File: src/hw/rtl/slxd_pkg.sv
// ----------------------------------------------------------------------------
// slxd_pkg
// Shared types and constants for the sync/length/XOR deframer.
// ----------------------------------------------------------------------------
`default_nettype none

package slxd_pkg;

   // Register map, index of each register (byte address is 4 times this).
   localparam logic [1:0] REG_SYNC_FIRST  = 2'd0;
   localparam logic [1:0] REG_SYNC_SECOND = 2'd1;
   localparam logic [1:0] REG_FULL_FRAME  = 2'd2;
   localparam int         ADDR_W          = 4;

   // Deframer phases.
   localparam logic [1:0] PH_HUNT1 = 2'd0;
   localparam logic [1:0] PH_HUNT2 = 2'd1;
   localparam logic [1:0] PH_LEN   = 2'd2;
   localparam logic [1:0] PH_BODY  = 2'd3;

   // Frame status codes.
   localparam logic [1:0] ST_BUSY = 2'd0;
   localparam logic [1:0] ST_OK   = 2'd1;
   localparam logic [1:0] ST_CSUM = 2'd2;
   localparam logic [1:0] ST_LEN  = 2'd3;

   // Smallest legal length byte (one body byte plus the checksum).
   localparam logic [7:0] MIN_LEN = 8'd2;

   // Result queue, in entries; each entry holds up to two result words.
   localparam int FIFO_DEPTH = 4;
   localparam int FIFO_PTR_W = $clog2(FIFO_DEPTH);
   localparam int FIFO_CNT_W = $clog2(FIFO_DEPTH + 1);

   typedef struct packed {
      logic [7:0] sync_first;
      logic [7:0] sync_second;
      logic       full_frame;
   } cfg_type;

   typedef struct packed {
      logic [7:0] out_byte;
      logic       byte_valid;
      logic       frame_first;
      logic       frame_last;
      logic [1:0] frame_status;
   } result_type;

   typedef struct packed {
      logic       two;
      result_type res0;
      result_type res1;
   } entry_type;

endpackage

`default_nettype wire

File: src/hw/rtl/slxd_csr.sv
// ----------------------------------------------------------------------------
// slxd_csr
// APB-style configuration registers of the deframer.
// ----------------------------------------------------------------------------
`default_nettype none

module slxd_csr (
   input  wire logic                       clock,
   input  wire logic                       reset,
   input  wire logic                       psel,
   input  wire logic                       penable,
   input  wire logic                       pwrite,
   input  wire logic [slxd_pkg::ADDR_W-1:0] paddr,
   input  wire logic [31:0]                pwdata,
   output      logic [31:0]                prdata,
   output      logic                       pready,
   output      slxd_pkg::cfg_type          cfg
);
   import slxd_pkg::*;

   cfg_type    cfg_ff;
   cfg_type    cfg_in;
   logic [1:0] reg_idx;
   logic       wr_en;

   assign reg_idx = paddr[ADDR_W-1:2];
   assign wr_en   = psel & penable & pwrite;
   assign pready  = 1'b1;
   assign cfg     = cfg_ff;

   always_comb begin
      cfg_in = cfg_ff;
      if (wr_en) begin
         unique case (reg_idx)
            REG_SYNC_FIRST:  cfg_in.sync_first  = pwdata[7:0];
            REG_SYNC_SECOND: cfg_in.sync_second = pwdata[7:0];
            REG_FULL_FRAME:  cfg_in.full_frame  = pwdata[0];
            default:         cfg_in = cfg_ff;
         endcase
      end
   end

   always_comb begin
      unique case (reg_idx)
         REG_SYNC_FIRST:  prdata = {24'd0, cfg_ff.sync_first};
         REG_SYNC_SECOND: prdata = {24'd0, cfg_ff.sync_second};
         REG_FULL_FRAME:  prdata = {31'd0, cfg_ff.full_frame};
         default:         prdata = 32'd0;
      endcase
   end

   always_ff @(posedge clock) begin
      if (reset) begin
         cfg_ff <= '0;
      end else begin
         cfg_ff <= cfg_in;
      end
   end

endmodule

`default_nettype wire

File: src/hw/rtl/slxd_core.sv
// ----------------------------------------------------------------------------
// slxd_core
// Per-byte deframing state machine; yields up to two result words per byte.
// ----------------------------------------------------------------------------
`default_nettype none

module slxd_core (
   input  wire logic                clock,
   input  wire logic                reset,
   input  wire slxd_pkg::cfg_type   cfg,
   input  wire logic                in_valid,
   input  wire logic [7:0]          in_byte,
   output      logic                push,
   output      slxd_pkg::entry_type push_entry
);
   import slxd_pkg::*;

   logic [1:0] phase_ff, phase_in;
   logic [7:0] xor_ff, xor_in;
   logic [7:0] left_ff, left_in;
   logic [1:0] sum_status;

   assign sum_status = (in_byte == xor_ff) ? ST_OK : ST_CSUM;

   always_comb begin
      phase_in   = phase_ff;
      xor_in     = xor_ff;
      left_in    = left_ff;
      push       = 1'b0;
      push_entry = '0;
      if (in_valid) begin
         unique case (phase_ff)
            PH_HUNT1: begin
               if (in_byte == cfg.sync_first) begin
                  xor_in   = in_byte;
                  phase_in = PH_HUNT2;
               end
            end
            PH_HUNT2: begin
               if (in_byte == cfg.sync_second) begin
                  xor_in   = xor_ff ^ in_byte;
                  phase_in = PH_LEN;
                  if (cfg.full_frame) begin
                     push            = 1'b1;
                     push_entry.two  = 1'b1;
                     push_entry.res0 = '{xor_ff, 1'b1, 1'b1, 1'b0, ST_BUSY};
                     push_entry.res1 = '{in_byte, 1'b1, 1'b0, 1'b0, ST_BUSY};
                  end
               end else if (in_byte == cfg.sync_first) begin
                  xor_in = in_byte;
               end else begin
                  phase_in = PH_HUNT1;
                  xor_in   = 8'd0;
                  left_in  = 8'd0;
               end
            end
            PH_LEN: begin
               push = 1'b1;
               if (in_byte < MIN_LEN) begin
                  phase_in = PH_HUNT1;
                  xor_in   = 8'd0;
                  left_in  = 8'd0;
                  if (cfg.full_frame) begin
                     push_entry.res0 = '{in_byte, 1'b1, 1'b0, 1'b1, ST_LEN};
                  end else begin
                     push_entry.res0 = '{8'd0, 1'b0, 1'b1, 1'b1, ST_LEN};
                  end
               end else begin
                  xor_in   = xor_ff ^ in_byte;
                  left_in  = in_byte;
                  phase_in = PH_BODY;
                  if (cfg.full_frame) begin
                     push_entry.res0 = '{in_byte, 1'b1, 1'b0, 1'b0, ST_BUSY};
                  end else begin
                     push_entry.res0 = '{in_byte - 8'd1, 1'b1, 1'b1, 1'b0, ST_BUSY};
                  end
               end
            end
            PH_BODY: begin
               push = 1'b1;
               if (left_ff <= 8'd1) begin
                  phase_in = PH_HUNT1;
                  xor_in   = 8'd0;
                  left_in  = 8'd0;
                  if (cfg.full_frame) begin
                     push_entry.res0 = '{in_byte, 1'b1, 1'b0, 1'b1, sum_status};
                  end else begin
                     push_entry.res0 = '{8'd0, 1'b0, 1'b0, 1'b1, sum_status};
                  end
               end else begin
                  left_in         = left_ff - 8'd1;
                  xor_in          = xor_ff ^ in_byte;
                  push_entry.res0 = '{in_byte, 1'b1, 1'b0, 1'b0, ST_BUSY};
               end
            end
            default: begin
               phase_in = PH_HUNT1;
            end
         endcase
      end
   end

   always_ff @(posedge clock) begin
      if (reset) begin
         phase_ff <= PH_HUNT1;
         xor_ff   <= 8'd0;
         left_ff  <= 8'd0;
      end else begin
         phase_ff <= phase_in;
         xor_ff   <= xor_in;
         left_ff  <= left_in;
      end
   end

endmodule

`default_nettype wire

File: src/hw/rtl/slxd_fifo.sv
// ----------------------------------------------------------------------------
// slxd_fifo
// Result queue; each entry holds one or two result words, drained in order.
// ----------------------------------------------------------------------------
`default_nettype none

module slxd_fifo (
   input  wire logic                            clock,
   input  wire logic                            reset,
   input  wire logic                            push,
   input  wire slxd_pkg::entry_type             push_entry,
   output      logic [slxd_pkg::FIFO_CNT_W-1:0] count,
   output      logic                            out_valid,
   input  wire logic                            out_ready,
   output      slxd_pkg::result_type            out_result
);
   import slxd_pkg::*;

   entry_type             entries_ff [FIFO_DEPTH];
   logic [FIFO_PTR_W-1:0] wr_ptr_ff, wr_ptr_in;
   logic [FIFO_PTR_W-1:0] rd_ptr_ff, rd_ptr_in;
   logic [FIFO_CNT_W-1:0] count_ff, count_in;
   logic                  sub_ff, sub_in;
   entry_type             head;
   logic                  fire;
   logic                  pop;

   assign head       = entries_ff[rd_ptr_ff];
   assign out_valid  = (count_ff != '0);
   assign out_result = sub_ff ? head.res1 : head.res0;
   assign fire       = out_valid & out_ready;
   assign pop        = fire & (sub_ff | ~head.two);
   assign count      = count_ff;

   always_comb begin
      wr_ptr_in = push ? wr_ptr_ff + FIFO_PTR_W'(1) : wr_ptr_ff;
      rd_ptr_in = pop  ? rd_ptr_ff + FIFO_PTR_W'(1) : rd_ptr_ff;
      count_in  = count_ff;
      if (push & ~pop) begin
         count_in = count_ff + FIFO_CNT_W'(1);
      end else if (pop & ~push) begin
         count_in = count_ff - FIFO_CNT_W'(1);
      end
      sub_in = sub_ff;
      if (fire) begin
         sub_in = ~sub_ff & head.two;
      end
   end

   always_ff @(posedge clock) begin
      if (push) begin
         entries_ff[wr_ptr_ff] <= push_entry;
      end
   end

   always_ff @(posedge clock) begin
      if (reset) begin
         wr_ptr_ff <= '0;
         rd_ptr_ff <= '0;
         count_ff  <= '0;
         sub_ff    <= 1'b0;
      end else begin
         wr_ptr_ff <= wr_ptr_in;
         rd_ptr_ff <= rd_ptr_in;
         count_ff  <= count_in;
         sub_ff    <= sub_in;
      end
   end

endmodule

`default_nettype wire

File: src/hw/rtl/sync_length_xor_deframer_top.sv
// ----------------------------------------------------------------------------
// sync_length_xor_deframer_top
// Byte-stream deframer: two sync bytes, a length byte, XOR checksum.
// ----------------------------------------------------------------------------
// The block takes one received byte per word on the req channel and can accept
// a new byte in every clock cycle while req_ready is high. A byte is captured
// in an input register, run through the per-byte deframing logic in the
// following cycle, and its results are written into a four-entry result queue
// that drives the rsp channel. Each byte yields zero, one or two result words:
// in full mode the second sync byte releases both sync bytes at once, so the
// rsp side drains those two words one after the other. An accepted byte passes
// through the input register and the result queue before its first result
// word reaches the rsp side. The req side is held off only when the queue
// could not hold the results of the byte in the input register plus one more,
// so a stalled consumer backs up into req_ready. The sync bytes and the
// full_frame mode bit are set through the APB-style port at byte addresses
// 0, 4 and 8 and should be changed only while the block is idle.
`default_nettype none

module sync_length_xor_deframer_top (
   input  wire logic                        clock,
   input  wire logic                        reset,
   // Configuration port.
   input  wire logic                        psel,
   input  wire logic                        penable,
   input  wire logic                        pwrite,
   input  wire logic [slxd_pkg::ADDR_W-1:0] paddr,
   input  wire logic [31:0]                 pwdata,
   output      logic [31:0]                 prdata,
   output      logic                        pready,
   // Received byte stream.
   input  wire logic                        req_valid,
   output      logic                        req_ready,
   input  wire logic [7:0]                  req_rx_byte,
   // Frame results.
   output      logic                        rsp_valid,
   input  wire logic                        rsp_ready,
   output      logic [7:0]                  rsp_out_byte,
   output      logic                        rsp_byte_valid,
   output      logic                        rsp_frame_first,
   output      logic                        rsp_frame_last,
   output      logic [1:0]                  rsp_frame_status
);
   import slxd_pkg::*;

   cfg_type               cfg;
   logic                  stage_valid_ff, stage_valid_in;
   logic [7:0]            stage_byte_ff, stage_byte_in;
   logic                  push;
   entry_type             push_entry;
   logic [FIFO_CNT_W-1:0] count;
   result_type            result;
   logic [FIFO_CNT_W:0]   reserved;

   // The byte in the input register takes one queue entry this cycle, and a
   // byte accepted now takes one more next cycle; the pop side is not counted.
   assign reserved  = {1'b0, count} + {{FIFO_CNT_W{1'b0}}, stage_valid_ff};
   assign req_ready = (reserved < (FIFO_CNT_W + 1)'(FIFO_DEPTH));

   assign stage_valid_in = req_valid & req_ready;
   assign stage_byte_in  = req_rx_byte;

   always_ff @(posedge clock) begin
      if (reset) begin
         stage_valid_ff <= 1'b0;
      end else begin
         stage_valid_ff <= stage_valid_in;
      end
   end

   // The byte register carries payload only and needs no reset.
   always_ff @(posedge clock) begin
      if (stage_valid_in) begin
         stage_byte_ff <= stage_byte_in;
      end
   end

   slxd_csr u_csr (
      .clock   (clock),
      .reset   (reset),
      .psel    (psel),
      .penable (penable),
      .pwrite  (pwrite),
      .paddr   (paddr),
      .pwdata  (pwdata),
      .prdata  (prdata),
      .pready  (pready),
      .cfg     (cfg)
   );

   slxd_core u_core (
      .clock      (clock),
      .reset      (reset),
      .cfg        (cfg),
      .in_valid   (stage_valid_ff),
      .in_byte    (stage_byte_ff),
      .push       (push),
      .push_entry (push_entry)
   );

   slxd_fifo u_fifo (
      .clock      (clock),
      .reset      (reset),
      .push       (push),
      .push_entry (push_entry),
      .count      (count),
      .out_valid  (rsp_valid),
      .out_ready  (rsp_ready),
      .out_result (result)
   );

   assign rsp_out_byte     = result.out_byte;
   assign rsp_byte_valid   = result.byte_valid;
   assign rsp_frame_first  = result.frame_first;
   assign rsp_frame_last   = result.frame_last;
   assign rsp_frame_status = result.frame_status;

endmodule

`default_nettype wire

File: config.mk
export PLATFORM = sky130hd
export DESIGN_NAME = sync_length_xor_deframer_top
export DESIGN_NICKNAME = d
export VERILOG_FILES = /design/src/hw/rtl/slxd_pkg.sv /design/src/hw/rtl/slxd_csr.sv /design/src/hw/rtl/slxd_core.sv /design/src/hw/rtl/slxd_fifo.sv /design/src/hw/rtl/sync_length_xor_deframer_top.sv
export SDC_FILE = /design/constraint.sdc
export NUM_CORES = 1
export LEC_CHECK = 0
export ABC_AREA = 0
export ABC_CLOCK_PERIOD_IN_PS = 3300
export BUFFER_PORTS_ARGS = -buffer_cell sky130_fd_sc_hd__clkbuf_2
export CAP_MARGIN = 5
export CORE_MARGIN = 2
export CORE_UTILIZATION = 50
export DETAILED_ROUTE_END_ITERATION = 6
export PLACE_DENSITY = 0.74
export SETUP_SLACK_MARGIN = 0.05
export SYNTH_ARGS = -nofsm -noshare
export SYNTH_HDL_FRONTEND = slang
export SYNTH_SLANG_ARGS = --single-unit
export TNS_END_PERCENT = 30
File: constraint.sdc
create_clock -name clock -period 3.3 [get_ports clock]
set_input_delay 0 -clock clock [delete_from_list [all_inputs] [get_ports clock]]
set_output_delay 0 -clock clock [all_outputs]
set_load 0.02 [all_outputs]
== Yosys cells after proc, flatten, opt, wreduce, memory -nomap -nowiden ==
Memory sizes are Yosys's and may differ from the RTL's. A register that Yosys moved wholly into a read port is not among the register bits.
Index checks and enable logic that the tools add are counted.

* Register bits: 52
* Bits in latches: 0
* RAM bits: 108
* Memory bits (read-only): 0
* Input bits: 51
* Output and inout port bits: 48
* Logic and storage cells: 103
* Memories kept: 1

{| class="wikitable"
|+ Memory list
! memory !! words !! width !! rd ports !! clocked after Yosys merged registers in !! wr ports !! RTL line !! source
|-
| u_fifo.entries_ff || 4 || 27 || 1 || 1 || 1 || slxd_fifo.sv:19 || <nowiki>entry_type entries_ff [FIFO_DEPTH];</nowiki>
|}

* Add/subtract/negate cells: 7
* $mul: 0
* Div/mod/pow operators: 0
* Magnitude comparators: 3
* Equality and inequality tests: 13
* Shift operators: 0
* Mux-type cells: 41
* Bitwise logic cells: 14
* Reductions and logical operators: 12

{| class="wikitable"
|+ Operator list
! cell !! number
|-
| $mux W13 || 7
|-
| $mux W27 || 3
|-
| $mux W8 || 9
|-
| $pmux W8 S3 || 2
|-
| $pmux W13 S3 || 1
|-
| $pmux W8 S4 || 1
|-
| $eq A8 B8 Y1 || 3
|-
| $mux W2 || 8
|-
| $sub A8 B1 Y8 const B || 2
|-
| $and A1 B1 Y1 || 8
|-
| $le A8 B1 Y1 const B || 1
|-
| $lt A8 B2 Y1 const B || 1
|-
| $pmux W2 S4 || 1
|-
| $reduce_and A2 Y1 || 4
|-
| $reduce_and A4 Y1 || 2
|-
| $xor A8 B8 Y8 || 1
|-
| $eq A2 B2 Y1 const B || 3
|-
| $mux W1 || 6
|-
| $mux W3 || 2
|-
| $reduce_bool A3 Y1 || 2
|-
| $add A2 B1 Y2 const B || 2
|-
| $add A3 B1 Y4 || 1
|-
| $eq A2 B1 Y1 const B || 2
|-
| $logic_not A2 Y1 || 2
|-
| 11 further kinds || 16
|}

== Logic depth before layout (Yosys ltp) ==
Gate-level depths: netlist of the first run.

* Depth in word-level cells: 8
* Mapped depth: 11

== Cells and area by module ==
A second synthesis of the first run with hierarchy kept.

* Cell total of the unflattened synthesis: 636
* Area total of the unflattened synthesis: 8,027.7 um^2

{| class="wikitable"
|+ By module, submodules not included
! module !! instances !! cells an instance !! area an instance (um^2) !! sequential area each (um^2)
|-
| slxd_fifo || 1 || 210 || 4,600.7 || 3,443.3
|-
| slxd_core || 1 || 296 || 2,074.5 || 360.3
|-
| slxd_csr || 1 || 116 || 1,062.3 || 340.3
|-
| sync_length_xor_deframer_top || 1 || 14 || 290.3 || 260.2
|}

== Least setup slack after synthesis of the first run ==
OpenSTA, ideal clock, no wires.

* Kind: flip-flop to flip-flop
* From: register u_core.phase_ff[0]
* To: register u_fifo.count_ff[2] (netlist: u_fifo.count[2])
* Data arrival time: 2,557 ps
* Required time: 3,229 ps
* Path slack: 673 ps
* Cell stages (with the launch flop): 12
* Path buffers: 1
* Clock period less this slack: 2,627 ps
* Path through: dfxtp_1 -> buf_2 -> nor2b_1 -> nand2_1 -> nor3_1 -> o21a_1 -> ha_1 -> inv_1 -> fa_1 -> xor2_1 -> or3_1 -> a21oi_1

* Word-level cells in the longest chain between the ends: 7
* Elaborated cells on any way between the ends: 11

{| class="wikitable"
|+ RTL lines
! element !! RTL line !! source
|-
| from (decl) || slxd_core.sv:18 || <nowiki>logic [1:0] phase_ff, phase_in;</nowiki>
|-
| from (signal assigned) || slxd_core.sv:109 || <nowiki>phase_ff <= phase_in;</nowiki>
|-
| $eq A2 B2 Y1 || slxd_core.sv:32 || <nowiki>unique case (phase_ff)</nowiki>
|-
| $reduce_or A2 Y1 (no source line) || n/a ||
|-
| $pmux W1 S2 * || slxd_core.sv:32 ||
|-
| $mux W1 * || slxd_core.sv:31 || <nowiki>if (in_valid) begin</nowiki>
|-
| via push || sync_length_xor_deframer_top.sv:49 || <nowiki>logic push;</nowiki>
|-
| $not A1 Y1 || slxd_fifo.sv:41 || <nowiki>end else if (pop & ~push) begin</nowiki>
|-
| $and A1 B1 Y1 || slxd_fifo.sv:41 ||
|-
| $reduce_bool A2 Y1 (no source line) || n/a ||
|-
| to (signal assigned) || slxd_fifo.sv:65 || <nowiki>count_ff <= count_in;</nowiki>
|-
| to (decl) || slxd_fifo.sv:22 || <nowiki>logic [FIFO_CNT_W-1:0] count_ff, count_in;</nowiki>
|}

Mark *: on every way through the listed nets, which the timed path passes. The rest lies on a longest branch.
A chain may end at the register's enable or synchronous reset.

== Final worst setup path of the first run ==
* From: register stage_byte_ff[0]
* To: register u_fifo.count_ff[2] (netlist: u_fifo.count[2])

* Word-level cells in the longest chain between the ends: 7
* Elaborated cells on any way between the ends: 9

{| class="wikitable"
|+ RTL lines
! element !! RTL line !! source
|-
| from (decl) || sync_length_xor_deframer_top.sv:48 || <nowiki>logic [7:0] stage_byte_ff, stage_byte_in;</nowiki>
|-
| from (signal assigned) || sync_length_xor_deframer_top.sv:74 || <nowiki>stage_byte_ff <= stage_byte_in;</nowiki>
|-
| $eq A8 B8 Y1 * || slxd_core.sv:40 || <nowiki>if (in_byte == cfg.sync_second) begin</nowiki>
|-
| $mux W1 * || slxd_core.sv:40 ||
|-
| $pmux W1 S2 * || slxd_core.sv:32 ||
|-
| $mux W1 * || slxd_core.sv:31 ||
|-
| via push || sync_length_xor_deframer_top.sv:49 ||
|-
| $not A1 Y1 || slxd_fifo.sv:41 ||
|-
| $and A1 B1 Y1 || slxd_fifo.sv:41 ||
|-
| $reduce_bool A2 Y1 (no source line) || n/a ||
|}

Marked as above.

==> impl_metrics.csv, run 1 <==
group,metric,value,unit
clock_tree,clk_latency,430,ps
power,ir_worst_vdd,302,uV
outcome,outcome,"complete, no violations",
placed_design,place_congestion,0.877,
synth,synth-edff-count,96,
grt,grt_use_total,22.6,%
setup_path,setup.worst_path.class,"register to register",
synth,yosys_warnings,0,
sta,clock_skew,10.7,ps
final_layout,final_cell_area,8150,um^2
final_layout,areaGrowthSynthToFinish,16.6,%
hold_path,hold_depth,4,
setup_path,worstReg2RegStart,"stage_byte_ff[0]$_DFFE_PP_",
detailed_routing,dr_wl_met3,831,um
sta,setup-tns-final,0,ps
final_layout,fillers,1137,
setup_path,worst-path-max-fanout,7,
sta,finalCritPeriodShare,88.3,%
hold_path,worstHoldPathType,"input pin to register",
synth,async_flop_share,0,%
clock_tree,numClockSinks,142,
detailed_routing,drtPass1Iterations,5,
sta,drv_slew,0,
clock_tree,clk_pin_slew,70,ps
final_layout,register_area,3800,um^2
setup_path,reg2regPathDepth,10,
synth,avgSynthCellArea,11.8,um^2
final_layout,final_util,59.2,%
clock_tree,cts_max_level,4,
die,rows,43,
sta,fin_hold_ws,86.5,ps
synth,synthCells,592,
die,core,13800,um^2
clock_tree,ctsHoldBuffers,18,
grt,grt_pass1_vias,4991,
placed_design,place_area,7390,um^2
synth,ys_types,59,
synth,synthFlopType,"edfxtp_1",
detailed_routing,drt-total-wl,15.7,mm
setup_path,critical_path_buf_inv_count,1,
detailed_routing,top_layer,"met4",
die,ios,99,
sta,period_needed,2910,ps
power,p_leak,2.98,nW
die,die_width,122,um
final_layout,layout-drive-gt1-share,21.2,%
setup_path,slowest_stage,"edfxtp_1",
sta,rsz0062_at_grt,"false",
sta,hold_viol,0,
detailed_routing,met1_length,6.46,mm
setup_path,critPathLaunchType,"register",
synth,syn_area,6990,um^2
setup_path,critical_path_arrival,3260,ps
grt,antenna_found_initial,0,
grt,grt_pass1_wl,25.4,mm
sta,slew_headroom,41.8,%
synth,yosysSeqAreaShare,54.4,%
placed_design,port_buffers,47,
die,die_h,122,um
final_layout,fin_nets,731,
setup_path,crit_required,3640,ps
grt,gr-total-overflow,0,
detailed_routing,viasPerCell,5.70,
setup_path,reg2reg_to,"u_fifo.count[2]$_SDFFE_PP0P_",
clock_tree,cts_root_buf,"clkbuf_16",
hold_path,hp-start,"paddr[3]",
detailed_routing,antenna_left,0,
grt,grt_max_degree,38,
die,die_area,14900,um^2
setup_path,crit_family,"simple AND/OR/NAND/NOR gates",
sta,worst_slew_pin_slew,869,ps
detailed_routing,drt_iter0_markers,444,
final_layout,num_antenna_cells,0,
clock_tree,clockBufferDepth,2,
setup_path,reg2reg_slack,390,ps
clock_tree,numCtsBuffers,17,
setup_path,cpPeakStageDelay,530,ps
die,start_util,50.7,%
clock_tree,ctsResizeCount,0,
setup_path,critPathCaptureType,"register",
final_layout,multi_input_area,2840,um^2
clock_tree,postCtsSetupRepairBufs,0,
power,power-per-cell-area,486,nW/um^2
hold_path,hold_end,"u_csr.cfg[0]$_SDFFE_PP0P_",
detailed_routing,dr_wl_met2,8.01,mm
setup_path,path_cells,"xnor2_1 > nand4_1 > nor3_1 > o21a_1 > ha_1 > inv_1 > fa_1 > xor2_1 > or3_1 > a21oi_1",
synth,ys_seq_elements,142,
detailed_routing,wl_per_cell,18.2,um
clock_tree,cts_tree,"yes",
placed_design,hpwl,10.6,mm
sta,fmax,343,MHz
sta,setup_viol,0,
detailed_routing,route.detailed.drc,0,
detailed_routing,vias,4921,
run,max-cap-violations,0,
-- routing by layer --
metal / track usage [%] / vias to the layer above
met1: 27.1 / 2438
met5: 0 / -
met2: 38.5 / 175
li1: - / 2280
met3: 5.72 / 28
met4: 10.3 / 0
-- cell type report --
cell class	count	area share [%]
clock inverters	15	1.86
flip-flops and latches	142	46.7
multi-input cells	397	34.9
clock buffers	17	5.22
repair buffers	94	7.77
inverters	18	0.829
well taps	180	2.76
-- cell usage in the layout, fill, tap and decap left out, types with 19 or more instances in the layout --
cell type	n
dfxtp_1	46
nand2_1	46
nor2_1	50
o21ai_0	27
mux4_2	22
xor2_1	19
conb_1	25
clkbuf_2	47
edfxtp_1	96
buf_4	29
mux2i_1	28
a21oi_1	29
-- power breakdown --
part	internal [mW]	switching [mW]
combinational	0.0746	0.125
clock	1.06	0.799
sequential	1.89	0.0142
total	3.02	0.938
-- cells in the mapped netlist, types with 5 or more instances --
cell type	n	area (um^2)
edfxtp_1	96	2880
nor2_1	50	188
dfxtp_1	46	921
nand2_1	46	173
a21oi_1	29	145
mux2i_1	28	280
o21ai_0	27	135
buf_4	26	195
mux4_2	22	495
xor2_1	19	166
inv_1	18	67.6
nor3_1	18	90.1
clkbuf_1	13	48.8
nand3_1	13	65.1
and2_1	12	75.1
xnor2_1	11	96.3
a31oi_1	9	56.3
and3_1	9	56.3
ha_1	9	113
buf_1	8	30.0
buf_2	6	30.0
buf_6	5	56.3
nand4_1	5	31.3
-- through the flow --
stage	setup WS, ps	power (mW)	cells
CTS	410	3.98	863
global route	255	4.09	863
detailed placement	441	2.12	813
global placement	489	2.12	813
finish	387	3.96	863
floorplan	673	2.09	615
-- logic make-up after synthesis --
logic type,after synthesis,synth area share (%)
other,2,0.107
xor gates and xnor gates,32,4.23
adders and majority gates,10,1.90
AOI/OAI and AO/OA,100,9.12
and+or+nand+nor,176,12.3
buffers and inverters,76,6.12
DFF,142,54.4
muxes,54,11.7
-- worst max-delay path by stage --
stage / slack, ps / to / from / cells past startpoint
floorplan: 670 / u_fifo.count[2]$_SDFFE_PP0P_ / u_core.phase_ff[0]$_SDFFE_PP0P_ / 11
global placement: 490 / u_fifo.count[2]$_SDFFE_PP0P_ / stage_byte_ff[0]$_DFFE_PP_ / 10
detailed placement: 440 / u_fifo.count[2]$_SDFFE_PP0P_ / stage_byte_ff[0]$_DFFE_PP_ / 10
CTS: 410 / u_fifo.count[2]$_SDFFE_PP0P_ / stage_byte_ff[0]$_DFFE_PP_ / 10
global route: 260 / u_fifo.count[2]$_SDFFE_PP0P_ / stage_byte_ff[0]$_DFFE_PP_ / 10
finish: 390 / u_fifo.count[2]$_SDFFE_PP0P_ / stage_byte_ff[0]$_DFFE_PP_ / 10
-- sequential cells by signal (all words and copies together) (netlist names), named ones only --
signal and flops:
stage_byte_ff 8, stage_valid_ff 1, u_core.left_ff 8, u_core.phase_ff 2
u_core.xor_ff 8, u_csr.cfg 17, u_fifo.count 3, u_fifo.entries_ff 88
u_fifo.rd_ptr_ff 2, u_fifo.sub_ff 1, u_fifo.wr_ptr_ff 2
-- worst reg2reg max path, cell delays in order, from the launching register on --
cell	delay (ps)
edfxtp_1	530
xnor2_1	210
nand4_1	170
nor3_1	310
o21a_1	320
ha_1	230
inv_1	60
fa_1	370
xor2_1	170
or3_1	300
a21oi_1	140
Note: power is estimated with default switching activity, not from simulation.
==> run 2, diff against run 1 <==
==> constraint.sdc (replaced) <==
create_clock -name clock -period 3.3 [get_ports clock]
set_input_delay 0.495 -clock clock [delete_from_list [all_inputs] [get_ports clock]]
set_output_delay 0.495 -clock clock [all_outputs]
set_load 0.02 [all_outputs]
==> impl_metrics.csv, run 2 (synthesized netlist as in run 1, its figures left out) <==
group,metric,value,unit
detailed_routing,drt-total-wl,15.4,mm
grt,grt_pass1_vias,4965,
die,core,13800,um^2
setup_path,reg2regPathDepth,10,
outcome,outcome,"complete, no violations",
grt,antenna_found_initial,0,
clock_tree,clk_latency,420,ps
sta,clock_skew,8.67,ps
clock_tree,numCtsBuffers,17,
clock_tree,numClockSinks,142,
power,p_leak,2.92,nW
setup_path,setup.worst_path.class,"register to register",
clock_tree,cts_max_level,4,
final_layout,top_register,"u_fifo.entries_ff",
final_layout,final_util,58.2,%
detailed_routing,drt_iter0_markers,426,
setup_path,critPathLaunchType,"register",
clock_tree,ctsResizeCount,0,
sta,setup-tns-final,0,ps
clock_tree,clockBufferDepth,2,
hold_path,worstHoldPathType,"input pin to register",
detailed_routing,vias,4829,
setup_path,critPathCaptureType,"register",
die,die_area,14900,um^2
sta,slew_headroom,39.3,%
clock_tree,cts_tree,"yes",
die,die_h,122,um
final_layout,areaGrowthSynthToFinish,14.7,%
sta,worst_slew_pin_slew,906,ps
final_layout,fin_nets,713,
detailed_routing,wl_per_cell,18.3,um
clock_tree,ctsHoldBuffers,0,
setup_path,critical_path_arrival,3110,ps
grt,grt_use_total,22.1,%
die,die_width,122,um
sta,fmax,362,MHz
power,ir_worst_vdd,293,uV
clock_tree,clk_pin_slew,60,ps
detailed_routing,antenna_left,0,
die,start_util,50.7,%
run,max-cap-violations,0,
sta,drv_slew,0,
placed_design,port_buffers,47,
final_layout,register_area,3800,um^2
setup_path,crit_required,3640,ps
final_layout,multi_input_area,2840,um^2
detailed_routing,viasPerCell,5.71,
final_layout,layout-drive-gt1-share,21.4,%
sta,finalCritPeriodShare,83.8,%
sta,hold_viol,0,
power,power-per-cell-area,511,nW/um^2
placed_design,place_congestion,0.869,
die,ios,99,
final_layout,num_antenna_cells,0,
die,rows,43,
sta,setup_viol,0,
final_layout,layout_commonest_cell,"edfxtp_1",
placed_design,hpwl,10.5,mm
clock_tree,cts_root_buf,"clkbuf_16",
grt,grt_pass1_wl,25.2,mm
sta,period_needed,2760,ps
hold_path,hold_depth,1,
final_layout,fillers,1154,
grt,grt_max_degree,37,
sta,rsz0062_at_grt,"false",
final_layout,largest_reg_flops,88,
setup_path,worst-path-max-fanout,7,
grt,gr-total-overflow,0,
detailed_routing,route.detailed.drc,0,
final_layout,final_cell_mix,"edfxtp_1, nor2_1, clkbuf_2, nand2_1, dfxtp_1",
detailed_routing,drtPass1Iterations,6,
clock_tree,postCtsSetupRepairBufs,0,
## run 2: cell types whose count changed in the layout (fill, tap and decap cells not counted), sizes merged
cell	previous run	this run
dlygate4sd3	18	0
bufinv	1	4
clkinv	4	5
inv	25	19
clkbuf	64	66
## run 2: final cells by class
class,count,area share [%]
Timing Repair Buffer,76,5.65
Clock buffer,19,5.40
Sequential cell,142,47.5
Inverter,18,0.843
Clock inverter,13,2.37
Multi-Input combinational cell,397,35.5
Tap cell,180,2.81
## run 2: metrics by stage
step	setup slack (ps)	power [mW]	std cells	hold WS, ps	area [um^2]
2_1_floorplan	673	2.09	615	461	7070
3_3_place_gp	627	2.12	813	480	7390
3_5_place_dp	595	2.12	813	485	7390
4_1_cts	565	4.12	845	235	8010
5_1_grt	362	4.22	845	242	8010
6_report	535	4.10	845	251	8010
## run 2: routing by layer
layer / up-vias / wire length [um] / GRT usage (%) / share of wire (%)
met5: - / 0 / 0 / 0
met4: 0 / 356 / 9.20 / 2.3
li1: 2256 / - / - / -
met3: 27 / 734 / 4.09 / 4.8
met2: 175 / 7810 / 37.3 / 51
met1: 2371 / 6530 / 28.1 / 42
## run 2: worst paths after layout
| path | startpoint | slack (ps) | to |
|---|---|---|---|
| max | stage_byte_ff[0]$_DFFE_PP_ | 540 | u_fifo.count[2]$_SDFFE_PP0P_ |
| min | req_rx_byte[0] | 250 | stage_byte_ff[0]$_DFFE_PP_ |
| max reg2reg | stage_byte_ff[0]$_DFFE_PP_ | 540 | u_fifo.count[2]$_SDFFE_PP0P_ |
| min reg2reg | u_core.left_ff[6]$_SDFFE_PP0P_ | 490 | u_core.left_ff[6]$_SDFFE_PP0P_ |
## run 2: power by group
group | switching (mW) | leakage [nW] | internal (mW)
clock network | 0.740 | 0.291 | 1.27
registers | 0.0143 | 1.24 | 1.89
logic | 0.121 | 1.40 | 0.0615
## run 2: critical path: stages, from the launching register on
cell      delay (ps)
edfxtp_1         530
xnor2_1          190
nand4_1          160
nor3_1           340
o21a_1           210
ha_1             200
inv_1             60
fa_1             370
xor2_1           180
or3_1            300
a21oi_1          140
